`src/rtl/core/agcg_pkg.sv`:
```
// Shared constants, types and helpers for the affine grid cell generator.
package agcg_pkg;

  localparam int unsigned MAX_CELLS = 256;

  localparam int COL_W   = 8;
  localparam int COUNT_W = 9;
  localparam int SIZE_W  = 16;
  localparam int COEF_W  = 16;
  localparam int MROW_W  = 64;
  localparam int OUT_W   = 32;
  localparam int MUL_W   = 10;
  localparam int LOC_W   = 25;
  localparam int PROD_W  = COEF_W + LOC_W + 1;
  localparam int ACC_W   = PROD_W + 2;
  localparam int FRAC_SH = 9;
  localparam int RES_W   = ACC_W - FRAC_SH;
  localparam int STEP_W  = 3;

  localparam int ADDR_W = 6;
  localparam int DATA_W = 64;
  localparam int IDX_W  = 3;

  localparam logic [IDX_W-1:0] REG_CELLS_ACROSS = 3'd0;
  localparam logic [IDX_W-1:0] REG_CELLS_DEEP   = 3'd1;
  localparam logic [IDX_W-1:0] REG_CELL_WIDTH   = 3'd2;
  localparam logic [IDX_W-1:0] REG_CELL_DEPTH   = 3'd3;
  localparam logic [IDX_W-1:0] REG_MATRIX_X     = 3'd4;
  localparam logic [IDX_W-1:0] REG_MATRIX_Y     = 3'd5;
  localparam logic [IDX_W-1:0] REG_MATRIX_Z     = 3'd6;

  localparam logic [COUNT_W-1:0] CELLS_ACROSS_RST = 9'd10;
  localparam logic [COUNT_W-1:0] CELLS_DEEP_RST   = 9'd10;
  localparam logic [SIZE_W-1:0]  CELL_WIDTH_RST   = 16'd256;
  localparam logic [SIZE_W-1:0]  CELL_DEPTH_RST   = 16'd256;
  localparam logic [MROW_W-1:0]  MATRIX_X_RST     = 64'd256;
  localparam logic [MROW_W-1:0]  MATRIX_Y_RST     = 64'd16777216;
  localparam logic [MROW_W-1:0]  MATRIX_Z_RST     = 64'd1099511627776;

  localparam logic [STEP_W-1:0] STEP_CENTRE = 3'd0;
  localparam logic [STEP_W-1:0] STEP_LAST   = 3'd5;

  localparam logic signed [ACC_W-1:0] ROUND_HALF = ACC_W'(256);

  typedef struct packed {
    logic [COUNT_W-1:0]           cells_across;
    logic [COUNT_W-1:0]           cells_deep;
    logic [SIZE_W-1:0]            cell_width;
    logic [SIZE_W-1:0]            cell_depth;
    logic [2:0][MROW_W-1:0]       matrix;
  } cfg_t;

  typedef struct packed {
    logic kind;
    logic last;
    logic err;
  } tag_t;

  typedef struct packed {
    tag_t             tag;
    logic [MUL_W-1:0] ax;
    logic [MUL_W-1:0] az;
  } job_t;

  function automatic logic corner_dc(input logic [STEP_W-1:0] step);
    corner_dc = (step == 3'd2) || (step == 3'd3);
  endfunction

  function automatic logic corner_dr(input logic [STEP_W-1:0] step);
    corner_dr = (step == 3'd3) || (step == 3'd4);
  endfunction

endpackage

```
`src/rtl/core/agcg_cell_if.sv`:
```
// Input channel carrying one cell index per item.
interface agcg_cell_if;
  logic                      valid;
  logic                      ready;
  logic [agcg_pkg::COL_W-1:0] cell_column;
  logic [agcg_pkg::COL_W-1:0] cell_row;

  modport source (output valid, cell_column, cell_row, input ready);
  modport sink   (input valid, cell_column, cell_row, output ready);
endinterface

```
`src/rtl/core/agcg_seq.sv`:
```
// Point sequencer: each cell becomes centre and corner-loop jobs, or one error job.
module agcg_seq #(
  parameter int unsigned MAX_CELLS = agcg_pkg::MAX_CELLS
) (
  input  logic                 clk_i,
  input  logic                 rst_ni,
  input  agcg_pkg::cfg_t       cfg_i,
  agcg_cell_if.sink            cell_i,
  output logic                 job_valid_o,
  output agcg_pkg::job_t       job_o,
  input  logic                 job_ready_i
);

  logic                         cur_valid_q;
  logic [agcg_pkg::STEP_W-1:0]  step_q;
  logic [agcg_pkg::COL_W-1:0]   col_q;
  logic [agcg_pkg::COL_W-1:0]   row_q;
  logic                         err_q;
  logic                         job_valid_q;
  agcg_pkg::job_t               job_q;
  agcg_pkg::job_t               job_d;
  logic                         job_en;
  logic                         cur_last;
  logic                         accept;
  logic                         in_range;
  logic [agcg_pkg::COUNT_W-1:0] col_sum;
  logic [agcg_pkg::COUNT_W-1:0] row_sum;

  assign job_en       = !job_valid_q || job_ready_i;
  assign cur_last     = err_q || (step_q == agcg_pkg::STEP_LAST);
  assign cell_i.ready = !cur_valid_q || (job_en && cur_last);
  assign accept       = cell_i.valid && cell_i.ready;
  assign job_valid_o  = job_valid_q;
  assign job_o        = job_q;

  assign in_range = ({1'b0, cell_i.cell_column} < cfg_i.cells_across)
                 && ({1'b0, cell_i.cell_row} < cfg_i.cells_deep)
                 && (int'(cell_i.cell_column) < int'(MAX_CELLS))
                 && (int'(cell_i.cell_row) < int'(MAX_CELLS));

  always_comb begin
    col_sum = {1'b0, col_q} + agcg_pkg::COUNT_W'(agcg_pkg::corner_dc(step_q));
    row_sum = {1'b0, row_q} + agcg_pkg::COUNT_W'(agcg_pkg::corner_dr(step_q));
    job_d.tag.err  = err_q;
    job_d.tag.last = cur_last;
    job_d.tag.kind = !err_q && (step_q != agcg_pkg::STEP_CENTRE);
    if (step_q == agcg_pkg::STEP_CENTRE) begin
      job_d.ax = agcg_pkg::MUL_W'({col_q, 1'b1});
      job_d.az = agcg_pkg::MUL_W'({row_q, 1'b1});
    end else begin
      job_d.ax = {col_sum, 1'b0};
      job_d.az = {row_sum, 1'b0};
    end
  end

  always_ff @(posedge clk_i or negedge rst_ni) begin
    if (!rst_ni) begin
      cur_valid_q <= 1'b0;
      step_q      <= agcg_pkg::STEP_CENTRE;
      job_valid_q <= 1'b0;
    end else begin
      if (job_en) begin
        job_valid_q <= cur_valid_q;
      end
      if (accept) begin
        cur_valid_q <= 1'b1;
        step_q      <= agcg_pkg::STEP_CENTRE;
      end else if (job_en && cur_valid_q) begin
        if (cur_last) begin
          cur_valid_q <= 1'b0;
        end else begin
          step_q <= step_q + 3'd1;
        end
      end
    end
  end

  always_ff @(posedge clk_i) begin
    if (accept) begin
      col_q <= cell_i.cell_column;
      row_q <= cell_i.cell_row;
      err_q <= !in_range;
    end
    if (job_en) begin
      job_q <= job_d;
    end
  end

endmodule

```
`src/flat_wrapper.sv`:
```
// flat-port wrapper written by rule: the top's interface ports become plain ports
module agcg_seq_flat 
#(
  parameter int unsigned MAX_CELLS = agcg_pkg::MAX_CELLS
)
  (clk_i, rst_ni, cfg_i, job_valid_o, job_o, job_ready_i, cell_i_valid, cell_i_cell_column, cell_i_cell_row, cell_i_ready);
  agcg_cell_if cell_i_i ();
  input  logic clk_i;
  input  logic rst_ni;
  input  agcg_pkg::cfg_t cfg_i;
  output logic job_valid_o;
  output agcg_pkg::job_t job_o;
  input  logic job_ready_i;
  input wire logic [$bits(cell_i_i.valid)-1:0] cell_i_valid;
  input wire logic [$bits(cell_i_i.cell_column)-1:0] cell_i_cell_column;
  input wire logic [$bits(cell_i_i.cell_row)-1:0] cell_i_cell_row;
  output wire logic [$bits(cell_i_i.ready)-1:0] cell_i_ready;
  assign cell_i_i.valid = cell_i_valid;
  assign cell_i_i.cell_column = cell_i_cell_column;
  assign cell_i_i.cell_row = cell_i_cell_row;
  assign cell_i_ready = cell_i_i.ready;
  agcg_seq #(.MAX_CELLS(MAX_CELLS)) u_core (.clk_i(clk_i), .rst_ni(rst_ni), .cfg_i(cfg_i), .cell_i(cell_i_i), .job_valid_o(job_valid_o), .job_o(job_o), .job_ready_i(job_ready_i));
endmodule
```
`config.mk`:
```
export PLATFORM = sky130hd
export DESIGN_NAME = agcg_seq_flat
export DESIGN_NICKNAME = d
export VERILOG_FILES = /design/src/rtl/core/agcg_pkg.sv /design/src/rtl/core/agcg_cell_if.sv /design/src/rtl/core/agcg_seq.sv /design/src/flat_wrapper.sv
export SDC_FILE = /design/constraint.sdc
export NUM_CORES = 1
export LEC_CHECK = 0
export BUFFER_PORTS_ARGS = -buffer_cell sky130_fd_sc_hd__buf_2
export CORE_AREA = 2 2 110 112
export CTS_CLUSTER_DIAMETER = 150
export DETAILED_ROUTE_END_ITERATION = 10
export DIE_AREA = 0 0 112 114
export SYNTH_ARGS = -nofsm -noshare
export SYNTH_HDL_FRONTEND = slang
export SYNTH_SLANG_ARGS = --single-unit
```
`constraint.sdc`:
```
create_clock -name clk_i -period 2.5 [get_ports clk_i]
set_input_delay 0.375 -clock clk_i [delete_from_list [all_inputs] [get_ports clk_i]]
set_output_delay 0.375 -clock clk_i [all_outputs]
set_load 0.01 [all_outputs]
```
==> results.sh, run 1 <==
export IMPL_core_sq_um=11700
export IMPL_crit_chain="inv_1, ha_1, mux2_2, ha_1, ha_1, nand4_1, nor2_1, xor2_1"
export IMPL_avgViaCountPerCell=3.93
export IMPL_worst_setup_path_end_kind="flop"
export IMPL_diodes=0
export IMPL_worstSkewPairLatency_ps=280
export IMPL_post_route_min_period_ps=2120
export IMPL_setup_slack_ps=378
export IMPL_antenna_left=0
export IMPL_wire_per_inst_um=12.0
export IMPL_synthMuxAreaShare_pct=0.504
export IMPL_synthDistinctLibCells=30
export IMPL_synth_fa_ha_area_share_pct=12.9
export IMPL_grt_antenna_before_repair=0
export IMPL_status="complete, no violations"
export IMPL_drive_gt1_share_pct=30.2
export IMPL_yosys_area_share_simple_pct=12.7
export IMPL_port_buffers=62
export IMPL_area_growth_pct=28.6
export IMPL_grt_usage_pct=7.42
export IMPL_drv_cap=0
export IMPL_path_buf_inv=1
export IMPL_place_ws_ps=377
export IMPL_boundaryPins=287
export IMPL_synth_compound_area_share_pct=6.33
export IMPL_drc=0
export IMPL_gp_congestion=0.763
export IMPL_crit_slowest_cell="dfrtp_1"
export IMPL_criticalPathCategory="flop to flop"
export IMPL_p_sw_share_pct=30.5
export IMPL_fin_nets=536
export IMPL_wirelength_um=4770
export IMPL_ctsResizeCount=0
export IMPL_clock_path_buffers=2
export IMPL_initial_core_util_pct=19.1
export IMPL_path_delay_family="adder cells"
export IMPL_drt_iter0_markers=107
export IMPL_first_global_vias=1530
export IMPL_synth_area_leaders="edfxtp_1 (52%), ha_1 (13%), dfrtp_1 (5.6%)"
export IMPL_h_tree_depth=2
export IMPL_whs_ps=291
export IMPL_crit_required_ps=2530
export IMPL_worstPathMaxFanout=6
export IMPL_holdBufCountCts=1
export IMPL_root_buffer="clkbuf_16"
export IMPL_power_switching_uw=681
export IMPL_fill_cells=1260
export IMPL_row_count=40
export IMPL_clk_pin_slew_ps=60
export IMPL_synthArstFlopShare_pct=11.4
export IMPL_slew_violations=0
export IMPL_hpwlAfterDp_um=3840
export IMPL_synth_edf_count=39
export IMPL_hold_viol_final=0
export IMPL_crit_path_frequent_cell="ha_1"
export IMPL_fmax_mhz=471
export IMPL_overflow=0
export IMPL_p_leak_nw=1.27
export IMPL_cts_setup_buffers=0
export IMPL_synth_top_cell_area_share_pct=52.4
export IMPL_cts_buffers=5
export IMPL_cp_start_kind="flop"
export IMPL_syn_nets=466
export IMPL_multiInputGateArea_sq_um=828
export IMPL_grt_max_degree=24
export IMPL_synth_most_common_cell="edfxtp_1"
export IMPL_max_slew_margin_pct=75.8
export IMPL_synth_area_per_cell_sq_um=12.3
export IMPL_timing_hold_worst_class="input port to flop"
export IMPL_rsz0062_at_grt="false"
export IMPL_power_share_sequential_pct=46.1
export IMPL_fin_cells=399
export IMPL_slowest_delay_ps=440
export IMPL_tritoncts="yes"
export IMPL_cts_sinks=44
export IMPL_syn_area_sq_um=2230
export IMPL_cp_data_arrival_time_ps=2150
export IMPL_grt_pass1_wl_um=7290
export IMPL_synth_commonest_cells="edfxtp_1 (39), inv_1 (24), ha_1 (23)"
export IMPL_period_share_pct=84.9
export IMPL_setup_tns_ps=0
export IMPL_yosys_warnings=0
export IMPL_synth_seq_cells=44
export IMPL_setup_viol=0
export IMPL_yosysSeqAreaShare_pct=58.0
export IMPL_vias=1568
export IMPL_dp_cells=390
export IMPL_dieArea_sq_um=12800
export IMPL_regArea_sq_um=1300
export IMPL_clock_skew_ps=5.48
export IMPL_clock_power_share_pct=27.3
export IMPL_p_comb_share_pct=26.6
export IMPL_die_w_um=112
export IMPL_synth_xor_area_share_pct=4.71
export IMPL_power_density_nw_per_um2=777
export IMPL_synth_top_family_by_area="adder cells"
export IMPL_firstDrtPassIters=5
export IMPL_max_slew_worst_pin_slew_ps=363
export IMPL_syn_inst=181
export IMPL_internal_power_mw=1.55
export IMPL_ir_worst_vdd_mv=0.314
export IMPL_yosysTopAreaCell="edfxtp_1"
export IMPL_ys_flop_type="edfxtp_1"
export IMPL_dieHeight_um=114
-- layout by cell type, fill, tap and decap left out, types with 2 or more instances in the layout --
| cell type | n |
|---|---|
| nand2b_1 | 2 |
| nor2_1 | 3 |
| nand3_1 | 6 |
| dfrtp_1 | 5 |
| buf_4 | 2 |
| nor2b_1 | 3 |
| xor2_1 | 4 |
| a22o_1 | 3 |
| a21o_1 | 3 |
| ha_1 | 23 |
| o21ai_0 | 5 |
| nor3_1 | 4 |
| clkinv_2 | 2 |
| edfxtp_1 | 39 |
| nor3_2 | 2 |
| buf_2 | 62 |
| xnor2_1 | 8 |
| clkbuf_16 | 5 |
| nand2_1 | 22 |
| nand4_1 | 5 |
| a21oi_1 | 8 |
| inv_1 | 24 |
-- layout make-up --
cell class / count / area share, %
clock inverter: 3 / 0.479
multi-input combinational: 111 / 28.8
tap: 147 / 6.40
inverter: 24 / 3.14
clock buffer: 5 / 4.36
timing repair buffer: 65 / 11.7
sequential: 44 / 45.1
-- path summary, 6_finish.rpt --
path	from	endpoint	slack (ps)	cells past startpoint
min	cell_i_cell_column[0]	u_core.col_q[0]$_DFFE_PP_	290	1
max	u_core.step_q[0]$_DFFE_PN0P_	u_core.job_o[7]$_DFFE_PP_	380	8
min in group asynchronous	rst_ni	u_core.cur_valid_q$_DFFE_PN0P_	450	2
max in group asynchronous	rst_ni	u_core.job_valid_o$_DFFE_PN0P_	1900	2
max reg2reg	u_core.step_q[0]$_DFFE_PN0P_	u_core.job_o[7]$_DFFE_PP_	380	8
min reg2reg	u_core.err_q$_DFFE_PP_	u_core.job_o[20]$_DFFE_PP_	520	0
-- kinds of logic (layout without fill, tap and decap cells) --
logic type	Yosys count	count (layout)
multiplexers	1	1
AND/OR/NAND/NOR	52	52
flip-flops	44	44
XOR/XNOR	12	12
buffers and inverters	26	97
AO/OA/AOI/OAI	23	23
adder cells (fa/ha/maj)	23	23
-- routing by layer --
metal,wire length [um],part of all wire [%],vias up,track usage [%]
li1,-,-,777,-
met1,2040,43,735,8.34
met2,2310,48,50,12.9
met3,352,7.4,6,2.76
met4,72,1.5,0,2.76
met5,0,0,-,0
-- power groups by stage --
stage                     logic [mW]  clock network, mW  registers (mW)
final                          0.594              0.609            1.03
after global routing           0.673              0.656            1.05
after CTS                      0.604              0.632            1.03
after detailed placement       0.605                  0            1.04
after global placement         0.586                  0            1.05
after floorplan                0.377                  0            1.06
-- stage by stage --
step / power, mW / instance area [sq um] / utilization, %
after floorplan: 1.44 / 2230 / -
after global placement: 1.63 / 2720 / 23.3
after detailed placement: 1.65 / 2720 / 23.3
final: 2.23 / 2870 / 24.5
after CTS: 2.27 / 2870 / 24.5
after global routing: 2.37 / 2870 / 24.5
-- registers in the layout, indices dropped and copies added, names as in the netlist --
register / flops
u_core.err_q: 1
u_core.job_valid_o: 1
u_core.step_q: 3
u_core.job_o: 22
u_core.row_q: 8
u_core.col_q: 8
u_core.cur_valid_q: 1
No activity file was read; power rests on OpenSTA's default activity.
==> run 2, diff against run 1 <==
==> constraint.sdc (replaced) <==
create_clock -name clk_i -period 1.97 [get_ports clk_i]
set_input_delay 0.2955 -clock clk_i [delete_from_list [all_inputs] [get_ports clk_i]]
set_output_delay 0.2955 -clock clk_i [all_outputs]
set_load 0.01 [all_outputs]
==> results.sh, run 2 (synthesis results as in run 1) <==
export IMPL_status="complete, no violations"
export IMPL_met2_length_um=2480
export IMPL_initial_core_util_pct=19.1
export IMPL_final_cell_mix="buf_2 (61), edfxtp_1 (39), inv_1 (22), nand2_1 (22), ha_1 (15)"
export IMPL_path_delay_family="adder cells"
export IMPL_tritoncts="yes"
export IMPL_grt_usage_pct=7.71
export IMPL_wl_met1_um=2020
export IMPL_period_share_pct=96.7
export IMPL_wirelength_um=4860
export IMPL_clock_skew_ps=6.02
export IMPL_hold_viol_final=0
export IMPL_first_global_vias=1537
export IMPL_setup_viol=0
export IMPL_firstDrtPassIters=4
export IMPL_wire_per_inst_um=11.9
export IMPL_grt_antenna_before_repair=0
export IMPL_diodes=0
export IMPL_setup_tns_ps=0
export IMPL_dieArea_sq_um=12800
export IMPL_core_sq_um=11700
export IMPL_worstSkewPairLatency_ps=280
export IMPL_fill_cells=1261
export IMPL_dieHeight_um=114
export IMPL_drc=0
export IMPL_grt_max_degree=19
export IMPL_drive_gt1_share_pct=38.8
export IMPL_cp_data_arrival_time_ps=1930
export IMPL_root_buffer="clkbuf_16"
export IMPL_h_tree_depth=2
export IMPL_gp_congestion=0.756
export IMPL_avgViaCountPerCell=3.93
export IMPL_worstPathMaxFanout=5
export IMPL_path_buf_inv=1
export IMPL_clk_pin_slew_ps=60
export IMPL_multiInputGateArea_sq_um=902
export IMPL_clock_path_buffers=2
export IMPL_topRoutingLayerUsed="met4"
export IMPL_cts_buffers=5
export IMPL_crit_slowest_cell="dfrtp_1"
export IMPL_grt_pass1_wl_um=7460
export IMPL_area_growth_pct=36.3
export IMPL_row_count=40
export IMPL_layout_commonest_cell="buf_2"
export IMPL_crit_path_frequent_cell="ha_4"
export IMPL_port_buffers=62
export IMPL_vias=1612
export IMPL_cts_sinks=44
export IMPL_power_density_nw_per_um2=972
export IMPL_whs_ps=202
export IMPL_max_slew_worst_pin_slew_ps=347
export IMPL_worst_setup_path_end_kind="flop"
export IMPL_slew_violations=0
export IMPL_drv_cap=0
export IMPL_p_leak_nw=1.32
export IMPL_antenna_left=0
export IMPL_hpwlAfterDp_um=3940
export IMPL_fin_nets=547
export IMPL_regArea_sq_um=1300
export IMPL_fin_util_pct=26.0
export IMPL_crit_chain="inv_1, ha_4, a21o_1, ha_4, ha_4, nand4_1, nor2_2, xor2_1"
export IMPL_r2r_slack_ps=70
export IMPL_ir_worst_vdd_mv=0.355
export IMPL_overflow=0
export IMPL_max_slew_margin_pct=76.9
export IMPL_post_route_min_period_ps=1900
export IMPL_fmax_mhz=525
export IMPL_timing_hold_worst_class="input port to flop"
export IMPL_criticalPathCategory="flop to flop"
export IMPL_cp_start_kind="flop"
export IMPL_drt_iter0_markers=68
export IMPL_die_w_um=112
export IMPL_crit_required_ps=1990
export IMPL_wl_met3_um=316
export IMPL_boundaryPins=287
export IMPL_slowest_delay_ps=480
export IMPL_largest_reg_flops=22
run 2: changes by cell type in the layout (fill, tap and decap cells not counted), moves of 2 or more:
cell   delta
inv_2     +2
buf_4    +11
ha_1      -8
inv_1     -2
ha_4      +3
ha_2      +5
run 2: layout make-up:
| cell class | instances | area share (%) |
|---|---|---|
| clock inverters | 3 | 0.452 |
| flip-flops and latches | 44 | 42.6 |
| repair buffers | 76 | 14.2 |
| clock buffers | 5 | 4.11 |
| multi-input cells | 111 | 29.6 |
| well taps | 147 | 6.04 |
| inverters | 24 | 2.96 |
run 2: repair_timing:
action / 4_1_cts / 5_1_grt
hold buffers: 1 / 0
setup buffers: 2 / 0
endpoints found under the setup margin: 2 / 7
hold endpoints to repair: 5 / 0
resized for setup: 1 / 19
pin swaps: 0 / 5
run 2: power by group:
part           switching (mW)  internal (mW)  total, mW
sequential             0.0965           1.20       1.30
clock                   0.323          0.460      0.783
combinational           0.479          0.399      0.877
run 2: through the flow:
stage / area, sq um / std cells / setup slack, ps / total power [mW]
after detailed placement: 2810 / 399 / -4.44 / 2.12
after global routing: 3040 / 410 / -28.2 / 3.14
final: 3040 / 410 / 65.8 / 2.96
after CTS: 2970 / 410 / 3.55 / 2.94
after global placement: 2810 / 399 / 19.7 / 2.10
after floorplan: 2230 / 181 / 35.6 / 1.83
run 2: routing by layer:
layer  GRT usage [%]  up-vias
li1                -      799
met1            8.60      771
met2            13.2       40
met3            2.82        2
met4            3.58        0
met5               0        -
run 2: path summary, 6_finish.rpt:
kind                            depth (start not counted)                             end                    startpoint
worst min register to register                          0      u_core.job_o[20]$_DFFE_PP_        u_core.err_q$_DFFE_PP_
worst min-delay path                                    1       u_core.col_q[0]$_DFFE_PP_         cell_i_cell_column[0]
worst max-delay path                                    8      u_core.job_o[17]$_DFFE_PP_  u_core.step_q[2]$_DFFE_PN0P_
min in group asynchronous                               2  u_core.job_valid_o$_DFFE_PN0P_                        rst_ni
max in group asynchronous                               2    u_core.step_q[1]$_DFFE_PN0P_                        rst_ni
worst max register to register                          8      u_core.job_o[17]$_DFFE_PP_  u_core.step_q[2]$_DFFE_PN0P_
run 2: worst register-to-register path, stage by stage, from the launching register on:
cell,delay (ps)
dfrtp_1,480
inv_1,150
ha_4,180
a21o_1,180
ha_4,170
ha_4,150
nand4_1,130
nor2_2,50
xor2_1,140
